--- src/hw/rtl/prf_pkg.sv ---
`timescale 1ns / 1ps

package prf_pkg;

    // Capture limit written into the interface description
    localparam int unsigned SNAP_LENGTH = 65535;

    // Radiotap and block constants
    localparam int unsigned RTAP_LEN     = 15;
    localparam logic [7:0]  EPB_TYPE     = 8'd6;
    localparam logic [7:0]  RTAP_PRESENT = 8'h2a;
    localparam logic [15:0] SNAP_LIMIT   = 16'(SNAP_LENGTH - RTAP_LEN);

    // Channel to frequency mapping
    localparam logic [15:0] FREQ_BASE_24 = 16'd2407;
    localparam logic [15:0] FREQ_CH14    = 16'd2484;
    localparam logic [15:0] FREQ_BASE_5  = 16'd5000;
    localparam logic [15:0] FLAGS_24     = 16'h00c0;
    localparam logic [15:0] FLAGS_5      = 16'h0140;
    localparam logic [7:0]  CH_LAST_24   = 8'd13;
    localparam logic [7:0]  CH_14        = 8'd14;

    // Burst lengths on the output side
    localparam int unsigned SEC_BYTES = 60;
    localparam int unsigned HDR_BYTES = 43;
    localparam int unsigned TRL_BYTES = 4;
    localparam int unsigned CNT_W     = $clog2(SEC_BYTES);

    // Command queue between front and back
    localparam int unsigned QUEUE_DEPTH = 4;
    localparam int unsigned QPTR_W      = $clog2(QUEUE_DEPTH);

    // Section header block followed by the interface description block
    localparam logic [7:0] SECTION_BYTES [0:SEC_BYTES-1] = '{
        8'h0a, 8'h0d, 8'h0d, 8'h0a, 8'd28, 8'd0, 8'd0, 8'd0,
        8'h4d, 8'h3c, 8'h2b, 8'h1a, 8'd1, 8'd0, 8'd0, 8'd0,
        8'hff, 8'hff, 8'hff, 8'hff, 8'hff, 8'hff, 8'hff, 8'hff,
        8'd28, 8'd0, 8'd0, 8'd0,
        8'd1, 8'd0, 8'd0, 8'd0, 8'd32, 8'd0, 8'd0, 8'd0,
        8'd127, 8'd0, 8'd0, 8'd0,
        8'(SNAP_LENGTH), 8'(SNAP_LENGTH >> 8),
        8'(SNAP_LENGTH >> 16), 8'(SNAP_LENGTH >> 24),
        8'd9, 8'd0, 8'd1, 8'd0, 8'd6, 8'd0, 8'd0, 8'd0,
        8'd0, 8'd0, 8'd0, 8'd0, 8'd32, 8'd0, 8'd0, 8'd0
    };

    // One queued command: which bursts to emit and what they carry
    typedef struct packed {
        logic        sec;
        logic        hdr;
        logic        data;
        logic        trl;
        logic [1:0]  pad;
        logic [7:0]  data_byte;
        logic [16:0] blk_len;
        logic [31:0] ts;
        logic [15:0] packet;
        logic [15:0] freq;
        logic [15:0] flags;
        logic [7:0]  sig;
    } t_cmd;

    // Output sequencer phases
    typedef enum logic [2:0] {
        PH_IDLE,
        PH_SEC,
        PH_HDR,
        PH_DATA,
        PH_PAD,
        PH_TRL
    } t_phase;

    // Queue status seen by the front and back
    typedef struct packed {
        logic full;
        logic valid;
    } t_q_stat;

endpackage

--- src/hw/rtl/prf_ifs.sv ---
`timescale 1ns / 1ps

// Input channel: one item per handshake
interface prf_in_if;
    logic              valid;
    logic              ready;
    logic              action;
    logic [15:0]       frame_length;
    logic [31:0]       timestamp_us;
    logic [7:0]        radio_channel;
    logic signed [7:0] signal_dbm;
    logic [7:0]        data_byte;
    logic              is_first;
    logic              is_last;

    modport source (
        output valid, action, frame_length, timestamp_us, radio_channel,
               signal_dbm, data_byte, is_first, is_last,
        input  ready
    );
    modport sink (
        input  valid, action, frame_length, timestamp_us, radio_channel,
               signal_dbm, data_byte, is_first, is_last,
        output ready
    );
endinterface

// Output channel: one stream byte per handshake
interface prf_out_if;
    logic       valid;
    logic       ready;
    logic [7:0] out_byte;
    logic       run_last;

    modport source (output valid, out_byte, run_last, input ready);
    modport sink (input valid, out_byte, run_last, output ready);
endinterface

--- src/hw/rtl/prf_front.sv ---
`timescale 1ns / 1ps

module prf_front (
    input  logic              i_clk,
    input  logic              i_rst_n,
    prf_in_if.sink            i_in,
    input  prf_pkg::t_q_stat  i_q_stat,
    output logic              o_push,
    output prf_pkg::t_cmd     o_cmd
);

    logic [15:0] r_kept, n_kept;
    logic [15:0] r_seen, n_seen;
    logic [16:0] r_blk, n_blk;
    logic        r_in_frame, n_in_frame;

    logic        accept;
    logic [15:0] kept_new;
    logic [15:0] packet;
    logic [16:0] rounded;
    logic [16:0] blk_new;
    logic [15:0] ch_x5;
    logic [15:0] freq;
    logic [15:0] flags;
    logic [15:0] base_kept;
    logic [15:0] base_seen;
    logic [16:0] base_blk;
    logic [15:0] seen_inc;
    logic [15:0] copied;
    logic [1:0]  align;
    logic        push;

    assign i_in.ready = !i_q_stat.full;
    assign accept     = i_in.valid && i_in.ready;

    // Header lengths from the first byte's frame length
    always_comb begin
        kept_new = (i_in.frame_length > prf_pkg::SNAP_LIMIT) ? prf_pkg::SNAP_LIMIT
                                                             : i_in.frame_length;
        packet   = 16'(prf_pkg::RTAP_LEN) + kept_new;
        rounded  = ({1'b0, packet} + 17'd3) & ~17'd3;
        blk_new  = rounded + 17'd32;
    end

    // Channel frequency and band flags
    always_comb begin
        ch_x5 = 16'(i_in.radio_channel) * 16'd5;
        if (i_in.radio_channel == 8'd0) begin
            freq  = 16'd0;
            flags = 16'd0;
        end else if (i_in.radio_channel <= prf_pkg::CH_LAST_24) begin
            freq  = prf_pkg::FREQ_BASE_24 + ch_x5;
            flags = prf_pkg::FLAGS_24;
        end else if (i_in.radio_channel == prf_pkg::CH_14) begin
            freq  = prf_pkg::FREQ_CH14;
            flags = prf_pkg::FLAGS_24;
        end else begin
            freq  = prf_pkg::FREQ_BASE_5 + ch_x5;
            flags = prf_pkg::FLAGS_5;
        end
    end

    // Classify the item and build its command
    always_comb begin
        n_kept     = r_kept;
        n_seen     = r_seen;
        n_blk      = r_blk;
        n_in_frame = r_in_frame;
        push       = 1'b0;
        base_kept  = i_in.is_first ? kept_new : r_kept;
        base_seen  = i_in.is_first ? 16'd0 : r_seen;
        base_blk   = i_in.is_first ? blk_new : r_blk;
        seen_inc   = (base_seen != 16'hffff) ? base_seen + 16'd1 : base_seen;
        copied     = (seen_inc < base_kept) ? seen_inc : base_kept;
        align      = 2'd3 + copied[1:0];

        o_cmd           = '0;
        o_cmd.data_byte = i_in.data_byte;
        o_cmd.blk_len   = base_blk;
        o_cmd.ts        = i_in.timestamp_us;
        o_cmd.packet    = packet;
        o_cmd.freq      = freq;
        o_cmd.flags     = flags;
        o_cmd.sig       = i_in.signal_dbm;

        if (!i_in.action) begin
            o_cmd.sec  = 1'b1;
            push       = 1'b1;
            n_in_frame = 1'b0;
        end else if (i_in.is_first || r_in_frame) begin
            o_cmd.hdr  = i_in.is_first;
            o_cmd.data = base_seen < base_kept;
            n_seen     = seen_inc;
            if (i_in.is_first) begin
                n_kept     = kept_new;
                n_blk      = blk_new;
                n_in_frame = 1'b1;
            end
            if (i_in.is_last) begin
                o_cmd.trl  = 1'b1;
                o_cmd.pad  = 2'd0 - align;
                n_in_frame = 1'b0;
            end
            push = o_cmd.hdr || o_cmd.data || o_cmd.trl;
        end
    end

    assign o_push = accept && push;

    // Frame tracking state
    always_ff @(posedge i_clk) begin
        if (!i_rst_n) begin
            r_kept     <= '0;
            r_seen     <= '0;
            r_blk      <= '0;
            r_in_frame <= 1'b0;
        end else if (accept) begin
            r_kept     <= n_kept;
            r_seen     <= n_seen;
            r_blk      <= n_blk;
            r_in_frame <= n_in_frame;
        end
    end

endmodule

--- src/hw/rtl/prf_queue.sv ---
`timescale 1ns / 1ps

module prf_queue (
    input  logic              i_clk,
    input  logic              i_rst_n,
    input  logic              i_push,
    input  prf_pkg::t_cmd     i_cmd,
    input  logic              i_pop,
    output prf_pkg::t_cmd     o_head,
    output prf_pkg::t_q_stat  o_stat
);

    prf_pkg::t_cmd             r_mem [prf_pkg::QUEUE_DEPTH];
    logic [prf_pkg::QPTR_W-1:0] r_wr_ptr;
    logic [prf_pkg::QPTR_W-1:0] r_rd_ptr;
    logic [prf_pkg::QPTR_W:0]   r_count;

    logic do_push;
    logic do_pop;

    assign o_stat.full  = (r_count == (prf_pkg::QPTR_W + 1)'(prf_pkg::QUEUE_DEPTH));
    assign o_stat.valid = (r_count != '0);
    assign do_push      = i_push && !o_stat.full;
    assign do_pop       = i_pop && o_stat.valid;
    assign o_head       = r_mem[r_rd_ptr];

    // Command storage
    always_ff @(posedge i_clk) begin
        if (do_push) begin
            r_mem[r_wr_ptr] <= i_cmd;
        end
    end

    // Pointers and fill count
    always_ff @(posedge i_clk) begin
        if (!i_rst_n) begin
            r_wr_ptr <= '0;
            r_rd_ptr <= '0;
            r_count  <= '0;
        end else begin
            if (do_push) begin
                r_wr_ptr <= r_wr_ptr + 1'b1;
            end
            if (do_pop) begin
                r_rd_ptr <= r_rd_ptr + 1'b1;
            end
            if (do_push && !do_pop) begin
                r_count <= r_count + 1'b1;
            end else if (do_pop && !do_push) begin
                r_count <= r_count - 1'b1;
            end
        end
    end

endmodule

--- src/hw/rtl/prf_back.sv ---
`timescale 1ns / 1ps

module prf_back (
    input  logic              i_clk,
    input  logic              i_rst_n,
    input  prf_pkg::t_cmd     i_head,
    input  prf_pkg::t_q_stat  i_q_stat,
    output logic              o_pop,
    prf_out_if.source         o_out
);

    localparam logic [prf_pkg::CNT_W-1:0] SEC_END =
        prf_pkg::CNT_W'(prf_pkg::SEC_BYTES - 1);
    localparam logic [prf_pkg::CNT_W-1:0] HDR_END =
        prf_pkg::CNT_W'(prf_pkg::HDR_BYTES - 1);
    localparam logic [prf_pkg::CNT_W-1:0] TRL_END =
        prf_pkg::CNT_W'(prf_pkg::TRL_BYTES - 1);

    prf_pkg::t_phase            r_phase, n_phase;
    logic [prf_pkg::CNT_W-1:0]  r_cnt, n_cnt;
    logic                       r_out_valid, n_out_valid;
    logic [7:0]                 r_out_byte, n_out_byte;
    logic                       r_out_last, n_out_last;

    prf_pkg::t_phase            start_phase;
    prf_pkg::t_phase            cur_phase;
    prf_pkg::t_phase            after_phase;
    logic [prf_pkg::CNT_W-1:0]  cur_cnt;
    logic                       out_free;
    logic                       fire;
    logic                       phase_end;
    logic                       done;
    logic [7:0]                 cur_byte;

    // Enhanced packet block header plus radiotap header, byte by byte
    function automatic logic [7:0] hdr_byte(input prf_pkg::t_cmd c,
                                            input logic [prf_pkg::CNT_W-1:0] idx);
        logic [7:0] b;
        b = 8'd0;
        case (idx)
            6'd0:    b = prf_pkg::EPB_TYPE;
            6'd4:    b = c.blk_len[7:0];
            6'd5:    b = c.blk_len[15:8];
            6'd6:    b = {7'd0, c.blk_len[16]};
            6'd16:   b = c.ts[7:0];
            6'd17:   b = c.ts[15:8];
            6'd18:   b = c.ts[23:16];
            6'd19:   b = c.ts[31:24];
            6'd20:   b = c.packet[7:0];
            6'd21:   b = c.packet[15:8];
            6'd24:   b = c.packet[7:0];
            6'd25:   b = c.packet[15:8];
            6'd30:   b = 8'(prf_pkg::RTAP_LEN);
            6'd32:   b = prf_pkg::RTAP_PRESENT;
            6'd38:   b = c.freq[7:0];
            6'd39:   b = c.freq[15:8];
            6'd40:   b = c.flags[7:0];
            6'd41:   b = c.flags[15:8];
            6'd42:   b = c.sig;
            default: b = 8'd0;
        endcase
        return b;
    endfunction

    // Phase that follows the data byte: padding, trailer or end
    function automatic prf_pkg::t_phase tail_phase(input prf_pkg::t_cmd c);
        prf_pkg::t_phase p;
        p = prf_pkg::PH_IDLE;
        if (c.trl) begin
            p = (c.pad != 2'd0) ? prf_pkg::PH_PAD : prf_pkg::PH_TRL;
        end
        return p;
    endfunction

    assign out_free = !r_out_valid || o_out.ready;
    assign fire     = i_q_stat.valid && out_free;

    // Sequencer: next phase, byte select and output register load
    always_comb begin
        if (i_head.sec) begin
            start_phase = prf_pkg::PH_SEC;
        end else if (i_head.hdr) begin
            start_phase = prf_pkg::PH_HDR;
        end else if (i_head.data) begin
            start_phase = prf_pkg::PH_DATA;
        end else begin
            start_phase = tail_phase(i_head);
        end

        cur_phase = (r_phase == prf_pkg::PH_IDLE) ? start_phase : r_phase;
        cur_cnt   = (r_phase == prf_pkg::PH_IDLE) ? '0 : r_cnt;

        cur_byte    = 8'd0;
        phase_end   = 1'b0;
        after_phase = prf_pkg::PH_IDLE;
        case (cur_phase)
            prf_pkg::PH_SEC: begin
                cur_byte  = prf_pkg::SECTION_BYTES[cur_cnt];
                phase_end = (cur_cnt == SEC_END);
            end
            prf_pkg::PH_HDR: begin
                cur_byte    = hdr_byte(i_head, cur_cnt);
                phase_end   = (cur_cnt == HDR_END);
                after_phase = i_head.data ? prf_pkg::PH_DATA : tail_phase(i_head);
            end
            prf_pkg::PH_DATA: begin
                cur_byte    = i_head.data_byte;
                phase_end   = 1'b1;
                after_phase = tail_phase(i_head);
            end
            prf_pkg::PH_PAD: begin
                phase_end   = (cur_cnt[1:0] == i_head.pad - 2'd1);
                after_phase = prf_pkg::PH_TRL;
            end
            prf_pkg::PH_TRL: begin
                case (cur_cnt[1:0])
                    2'd0:    cur_byte = i_head.blk_len[7:0];
                    2'd1:    cur_byte = i_head.blk_len[15:8];
                    2'd2:    cur_byte = {7'd0, i_head.blk_len[16]};
                    default: cur_byte = 8'd0;
                endcase
                phase_end = (cur_cnt == TRL_END);
            end
            default: begin
                cur_byte  = 8'd0;
                phase_end = 1'b1;
            end
        endcase
        done = phase_end && (after_phase == prf_pkg::PH_IDLE);

        n_phase     = r_phase;
        n_cnt       = r_cnt;
        n_out_valid = r_out_valid && !o_out.ready;
        n_out_byte  = r_out_byte;
        n_out_last  = r_out_last;
        o_pop       = 1'b0;
        if (fire) begin
            n_out_valid = 1'b1;
            n_out_byte  = cur_byte;
            n_out_last  = done;
            o_pop       = done;
            if (phase_end) begin
                n_phase = after_phase;
                n_cnt   = '0;
            end else begin
                n_phase = cur_phase;
                n_cnt   = cur_cnt + 1'b1;
            end
        end
    end

    // Phase state
    always_ff @(posedge i_clk) begin
        if (!i_rst_n) begin
            r_phase <= prf_pkg::PH_IDLE;
            r_cnt   <= '0;
        end else begin
            r_phase <= n_phase;
            r_cnt   <= n_cnt;
        end
    end

    // Output register
    always_ff @(posedge i_clk) begin
        if (!i_rst_n) begin
            r_out_valid <= 1'b0;
        end else begin
            r_out_valid <= n_out_valid;
        end
        r_out_byte <= n_out_byte;
        r_out_last <= n_out_last;
    end

    assign o_out.valid    = r_out_valid;
    assign o_out.out_byte = r_out_byte;
    assign o_out.run_last = r_out_last;

endmodule

--- src/hw/rtl/pcapng_radiotap_framer.sv ---
`timescale 1ns / 1ps
// An accepted item's bytes pass through the command queue and the output register.
// Throughput: one output byte per cycle while the output is ready; frame data bytes
// are taken one per cycle while the queue has room. A section item emits 60 bytes, a
// first byte 43 header bytes plus its data byte, a last byte up to 7 trailer bytes;
// the 4-entry command queue absorbs these bursts. Reset (synchronous, active low)
// empties the queue, idles the output sequencer and clears frame tracking state.

module pcapng_radiotap_framer (
    input  logic       i_clk,
    input  logic       i_rst_n,
    prf_in_if.sink     i_in,
    prf_out_if.source  o_out
);

    logic              push;
    logic              pop;
    prf_pkg::t_cmd     cmd;
    prf_pkg::t_cmd     head;
    prf_pkg::t_q_stat  q_stat;

    prf_front u_front (
        .i_clk    (i_clk),
        .i_rst_n  (i_rst_n),
        .i_in     (i_in),
        .i_q_stat (q_stat),
        .o_push   (push),
        .o_cmd    (cmd)
    );

    prf_queue u_queue (
        .i_clk   (i_clk),
        .i_rst_n (i_rst_n),
        .i_push  (push),
        .i_cmd   (cmd),
        .i_pop   (pop),
        .o_head  (head),
        .o_stat  (q_stat)
    );

    prf_back u_back (
        .i_clk    (i_clk),
        .i_rst_n  (i_rst_n),
        .i_head   (head),
        .i_q_stat (q_stat),
        .o_pop    (pop),
        .o_out    (o_out)
    );

endmodule

--- src/flat_wrapper.sv ---
// flat-port wrapper written by rule: the top's interface ports become plain ports
module pcapng_radiotap_framer_flat 
  (i_clk, i_rst_n, i_in_valid, i_in_action, i_in_frame_length, i_in_timestamp_us, i_in_radio_channel, i_in_signal_dbm, i_in_data_byte, i_in_is_first, i_in_is_last, i_in_ready, o_out_valid, o_out_out_byte, o_out_run_last, o_out_ready);
  prf_in_if i_in_i ();
  prf_out_if o_out_i ();
  input  logic i_clk;
  input  logic i_rst_n;
  input wire logic [$bits(i_in_i.valid)-1:0] i_in_valid;
  input wire logic [$bits(i_in_i.action)-1:0] i_in_action;
  input wire logic [$bits(i_in_i.frame_length)-1:0] i_in_frame_length;
  input wire logic [$bits(i_in_i.timestamp_us)-1:0] i_in_timestamp_us;
  input wire logic [$bits(i_in_i.radio_channel)-1:0] i_in_radio_channel;
  input wire logic [$bits(i_in_i.signal_dbm)-1:0] i_in_signal_dbm;
  input wire logic [$bits(i_in_i.data_byte)-1:0] i_in_data_byte;
  input wire logic [$bits(i_in_i.is_first)-1:0] i_in_is_first;
  input wire logic [$bits(i_in_i.is_last)-1:0] i_in_is_last;
  output wire logic [$bits(i_in_i.ready)-1:0] i_in_ready;
  output wire logic [$bits(o_out_i.valid)-1:0] o_out_valid;
  output wire logic [$bits(o_out_i.out_byte)-1:0] o_out_out_byte;
  output wire logic [$bits(o_out_i.run_last)-1:0] o_out_run_last;
  input wire logic [$bits(o_out_i.ready)-1:0] o_out_ready;
  assign i_in_i.valid = i_in_valid;
  assign i_in_i.action = i_in_action;
  assign i_in_i.frame_length = i_in_frame_length;
  assign i_in_i.timestamp_us = i_in_timestamp_us;
  assign i_in_i.radio_channel = i_in_radio_channel;
  assign i_in_i.signal_dbm = i_in_signal_dbm;
  assign i_in_i.data_byte = i_in_data_byte;
  assign i_in_i.is_first = i_in_is_first;
  assign i_in_i.is_last = i_in_is_last;
  assign i_in_ready = i_in_i.ready;
  assign o_out_valid = o_out_i.valid;
  assign o_out_out_byte = o_out_i.out_byte;
  assign o_out_run_last = o_out_i.run_last;
  assign o_out_i.ready = o_out_ready;
  pcapng_radiotap_framer u_core (.i_clk(i_clk), .i_rst_n(i_rst_n), .i_in(i_in_i), .o_out(o_out_i));
endmodule
--- config.mk ---
export PLATFORM = sky130hd
export DESIGN_NAME = pcapng_radiotap_framer_flat
export DESIGN_NICKNAME = d
export VERILOG_FILES = /design/src/hw/rtl/prf_pkg.sv /design/src/hw/rtl/prf_ifs.sv /design/src/hw/rtl/prf_front.sv /design/src/hw/rtl/prf_queue.sv /design/src/hw/rtl/prf_back.sv /design/src/hw/rtl/pcapng_radiotap_framer.sv /design/src/flat_wrapper.sv
export SDC_FILE = /design/constraint.sdc
export NUM_CORES = 1
export LEC_CHECK = 0
export CAP_MARGIN = 20
export CORE_MARGIN = 2
export CORE_UTILIZATION = 58
export CTS_CLUSTER_DIAMETER = 40
export DETAILED_ROUTE_END_ITERATION = 16
export DONT_BUFFER_PORTS = 1
export GPL_ROUTABILITY_DRIVEN = 0
export PLACE_DENSITY = 0.76
export SLEW_MARGIN = 30
export SYNTH_ARGS = -nofsm -noshare
export SYNTH_HDL_FRONTEND = slang
export SYNTH_SLANG_ARGS = --single-unit
--- constraint.sdc ---
create_clock -name i_clk -period 5.69 [get_ports i_clk]
set_input_delay 0 -clock i_clk [delete_from_list [all_inputs] [get_ports i_clk]]
set_output_delay 0 -clock i_clk [all_outputs]
set_load 0.05 [all_outputs]
# Word-level counts from Yosys, hierarchy flattened
# Memories as Yosys holds them, arrays and structs flattened. A register that Yosys moved wholly into a read port is not among the register bits.
# Cells that the tools add are included.
# word_totals
regBits	76
mem_bits_rw	440
mem_bits_ro	512
out_inout_bits	11
wordCells	146
n_memories	2
# mem_list
memory	words	width	read_ports	rd_ports_with_merged_regs	write_ports	line	source
(no name shown)	64	8	1	0	0	prf_back.sv:98	cur_byte = prf_pkg::SECTION_BYTES[cur_cnt];
u_core.u_queue.r_mem	4	110	1	1	1	prf_queue.sv:13	prf_pkg::t_cmd r_mem [prf_pkg::QUEUE_DEPTH];
# op_classes
n_addsub	14
n_mul	1
magnitude_cmp	5
eq_ne	33
mux	48
bitwise	1
reduce_logical	30
# op_table
op	count
8-bit case mux with 17 select lines	1
16-bit two-way mux	4
6-bit by 5-bit equality test with 1-bit output (second input constant)	9
6-bit equality test (second input constant)	7
14-bit two-way mux	3
3-bit two-way mux	11
16-bit less-than comparator	2
8-bit case mux with 4 select lines	1
9-bit two-way mux	3
8-bit case mux with 3 select lines	1
6-bit by 3-bit equality test with 1-bit output (second input constant)	3
16-bit by 2-bit adder with 17-bit output (second input constant)	1
17-bit by 6-bit adder with 17-bit output (second input constant)	1
17-bit two-way mux	1
16-bit by 1-bit adder with 16-bit output (second input constant)	1
4-bit by 16-bit adder with 16-bit output (first input constant)	1
16-bit greater-than comparator (second input constant)	1
8-bit two-way mux	2
16-bit != test (second input constant)	1
13-bit by 11-bit adder with 14-bit output (first input constant)	1
12-bit by 11-bit adder with 13-bit output (first input constant)	1
1-bit two-way mux	12
6-bit two-way mux	2
8-bit by 3-bit multiplier with 11-bit output (second input constant)	1
other kinds (35)	61

# Longest topological paths before layout
# depth
word_depth	19
depth_mapped	21
ltp_nobuf	18

# By module
# A second synthesis with hierarchy kept.
# hier_totals
cells_unflattened	1809
hier_area_um2	26202.6
# by_module_without_submodules
mod	instances	cells_each	area_per_inst_um2
prf_queue	1	669	17755.8
prf_front	1	775	5830.6
prf_back	1	365	2616.3

# Worst setup path after synthesis
# OpenSTA, ideal clock, no wires.
# synth_timing
path_type	in2reg
from	input i_in_is_first
to	memory u_core.u_queue.r_mem[0][0] in the netlist's numbering, enable pin
setup_time_ps	474
arrival_time_ps	5154
slack_ps	62
path_stages	14
cell_sequence	clkbuf_1 > clkbuf_1 > buf_1 > mux2i_1 > ha_1 > a21o_1 > a21o_1 > a21oi_1 > nor2b_1 > o21ai_0 > o311ai_0 > nor4b_1 > nor2_1 > and2_1
# synth_via
elab_chain_cells	10
word_cells_on_any_way	12
# synth_lines
element	line	source
start: declaration	flat_wrapper.sv:15	input wire logic [$bits(i_in_i.is_first)-1:0] i_in_is_first;
16-bit two-way mux, on equally long branches	prf_front.sv:71, prf_front.sv:70	
16-bit less-than comparator	prf_front.sv:92	o_cmd.data = base_seen < base_kept;
1-bit logical OR (2 in series)	prf_front.sv:104	push = o_cmd.hdr || o_cmd.data || o_cmd.trl;
1-bit two-way mux (*)	prf_front.sv:90	end else if (i_in.is_first || r_in_frame) begin
1-bit two-way mux (*)	prf_front.sv:86	if (!i_in.action) begin
1-bit logical AND (*)	prf_front.sv:108	assign o_push = accept && push;
1-bit logical AND (*)	prf_queue.sv:23	assign do_push = i_push && !o_stat.full;
net u_core.u_queue.do_push	prf_queue.sv:18	logic do_push;
1-bit two-way mux (*)	prf_queue.sv:29	if (do_push) begin
1-bit two-way mux (not written as such) (*)	prf_queue.sv:30	r_mem[r_wr_ptr] <= i_cmd;
end: declaration	prf_queue.sv:13	
# The timed path passes the listed nets; every way through them passes the cells marked *.

==> out/results.tsv <==
stage	metric	value	unit
clock_network	cts_setup_buffers	0	
sta	hold_viol	0	
power_and_ir_drop	ir_drop	275	µV
critical_path	cp_data_arrival_time	5150	ps
clock_network	cts_max_path_buffers	3	
synth	seq_area_frac_synth	60.9	%
sta	finalCritPeriodShare	84.0	%
job	cap_violations	0	
floorplanning	start_util	58.4	%
critical_path	path_max_fanout	6	
power_and_ir_drop	leakage	9.12	nW
grt	grt_pass1_vias	15000	
critical_path	cp-startpoint	u_core.u_front.r_seen[0]	
critical_path	r2r-end	u_core.u_queue.r_mem[3][105]	
synth	ys_types	86	
final_layout	antenna_cells	0	
synth	yosys-top-cells-area	edfxtp_1, mux4_2, dfxtp_1	
drt	drt-pass1-iter-count	5	
min_path	hold_path.class	primary input to flip-flop	
sta	finClkSkew	36.2	ps
sta	drv_slew	0	
synth	synth_nets	1827	
floorplanning	chipWidth	203	µm
sta	rsz0062_at_grt	false	
sta	tns	0	ps
place	io_buffers	0	
synth	ys_seq_elements	490	
floorplanning	dieArea	41300	µm²
floorplanning	fp.coreArea	39500	µm²
drt	ant_nets	0	
critical_path	crit_path_start_kind	flip-flop	
drt	drc_errors	0	
synth	syn_inst	1687	
clock_network	cts_root_buffer	clkbuf_16	
drt	vias_per_cell	6.55	
clock_network	cts_tree	built	
clock_network	hold_buffers	87	
drt	drt_iter0_markers	1967	
place	place_hpwl	35.5	mm
critical_path	crit_end	u_core.u_queue.r_mem[3][105]	
sta	setup_viol	0	
clock_network	cts-buffers-inserted	61	
sta	worst_pin_slew	956	ps
power_and_ir_drop	power_density	393	nW/µm²
critical_path	crit_required	6060	ps
critical_path	cp-end-kind	flip-flop	
critical_path	r2r_start	u_core.u_front.r_seen[0]	
status	status	completed	
final_layout	drive_gt1_share	14.8	%
synth	synth_ff_type	edfxtp_1	
floorplanning	num_rows	73	
synth	syn_area	23000	µm²
synth	synth_area_per_cell	13.7	µm²
floorplanning	die_h	203	µm
grt	grt_max_degree	74	
min_path	hold_path_startpoint	i_in_radio_channel[2]	
synth	ys_warn_count	0	
grt	grt_pass1_wl	87.1	mm
critical_path	rrSetupSlack	910	ps
synth	yosysTopAreaCell	edfxtp_1	
critical_path	path_class	flip-flop to flip-flop	
grt	grt.total_usage	27.5	%
drt	vias	15300	
clock_network	cts.sinks	490	
synth	synth_top_area_share	54.9	%
drt	wl_per_cell	23.9	µm
sta	post-route-min-period	4780	ps
sta	fmax	0.209	GHz
clock_network	htree_num_levels	2	
power_and_ir_drop	fin_total_pwr	0.0105	W
synth	ys_async_sr_fraction	0	%
synth	synth_edf_count	421	
clock_network	clk_pin_slew	60	ps
grt	antenna_found_initial	1	
critical_path	r2r_cells	18	
clock_network	postCtsResizedCells	0	
drt	wl	56.0	mm
final_layout	nets	1904	
final_layout	area_growth	15.5	%
clock_network	clk-insertion-delay-late	640	ps
floorplanning	io_pins	90	
sta	maxSlewHeadroom	36.2	%
grt	grt_remaining_overflow	0	
## critical path: stages (launching register included)
cell       delay [ps]
dfxtp_1           360
nor2b_1           370
ha_1              300
and4_1            320
a31oi_1           160
and3_1            260
and2_1            200
and3_1            250
nand3_1           120
xnor2_1            70
ha_1              310
nand3_1           100
a2111oi_0         590
nand3_1           150
a221oi_1          220
o21ai_0           120
o211ai_1          180
nor2_1             70
a211oi_1          390
## final cells by class
type                       count  area (µm²)
clock inverter                48         614
fill                        2656       12800
clock buffer                  66        1560
sequential                   490       14000
timing repair buffer         112        1120
inverter                      60         225
tap                          525         657
multi-input combinational   1039        8410
## cell families (layout without fill, tap and decap cells)
group	after synthesis	count (layout)	synth area share, %
adder cells (fa/ha/maj)	62	62	3.42
buffers and inverters	158	286	2.76
AND/OR/NAND/NOR	465	465	10.2
flip-flops	490	490	60.9
XOR/XNOR	59	59	2.24
AO/OA/AOI/OAI	330	330	9.54
multiplexers	123	123	11.0
## registers in the layout, summed over array words and instances (netlist names), 2 cells and up, named ones only
name                          flops
u_core.u_queue.r_rd_ptr           2
u_core.u_back.o_out.out_byte      8
u_core.u_queue.r_count            3
u_core.u_queue.r_wr_ptr           2
u_core.u_back.r_phase             3
u_core.u_back.r_cnt               6
u_core.u_front.r_kept            16
u_core.u_front.r_blk             17
u_core.u_front.r_seen            16
u_core.u_queue.r_mem            412
## layout by cell type (no fill, tap or decap), drive strengths merged, types with 9 or more instances in the layout
cell type	instances
o31ai	10
edfxtp	421
bufinv	9
mux4	103
nor3	35
xnor2	37
mux2i	16
dfxtp	69
or3	12
a21o	12
o21ai	53
a211oi	27
a21oi	84
inv	76
xor2	22
a31oi	37
ha	59
a311oi	11
and3	29
nor4	9
dlygate4sd3	86
nand3	68
buf	26
nor2b	28
a22oi	14
o22ai	14
nor2	132
clkinv	21
nand4	15
and2	19
clkbuf	66
nand2	82
## stage by stage
step	util [%]	std cells	hold WS, ps	instance area, µm²	setup WS [ps]
3_3_place_gp	59.6	2138	99.0	23500	1330
5_1_grt	67.5	2340	50.4	26600	490
6_report	67.5	2340	41.3	26600	908
2_1_floorplan	-	1687	98.9	23000	61.9
4_1_cts	67.4	2340	17.2	26600	1010
3_5_place_dp	59.7	2139	99.0	23600	1060
## where the power goes
group	leakage [nW]	internal [W]	switching, W	total [W]
logic	3.65	0.000737	0.00111	0.00185
clock network	1.06	0.00244	0.00161	0.00405
registers	4.41	0.00429	0.000283	0.00457
## metal layers
| layer | part of all wire [%] | up-vias | GRT usage (%) |
|---|---|---|---|
| met3 | 9.3 | 125 | 4.70 |
| met4 | 2.5 | 0 | 7.77 |
| met5 | 0 | - | 0 |
| met2 | 47 | 873 | 43.2 |
| met1 | 41 | 7574 | 40.0 |
| li1 | - | 6765 | - |
## worst min-delay path by stage
stage,endpoint,slack (ps),depth (start not counted)
2_1_floorplan,u_core.u_queue.r_mem[0][0],100,0
3_3_place_gp,u_core.u_queue.r_mem[3][75],100,0
3_5_place_dp,u_core.u_queue.r_mem[3][73],100,0
4_1_cts,u_core.u_queue.r_mem[1][82],20,3
5_1_grt,u_core.u_front.r_kept[0],50,4
6_report,u_core.u_queue.r_mem[0][21],40,4
## cells in the mapped netlist (22+ instances only)
master      n
edfxtp_1  421
nor2_1    132
mux4_2    103
a21oi_1    84
nand2_1    81
dfxtp_1    69
nand3_1    68
clkbuf_1   66
ha_1       59
inv_1      57
o21ai_0    53
xnor2_1    37
a31oi_1    36
nor3_1     35
and3_1     29
nor2b_1    28
a211oi_1   26
xor2_1     22
Note: power is estimated with default switching activity, not from simulation.
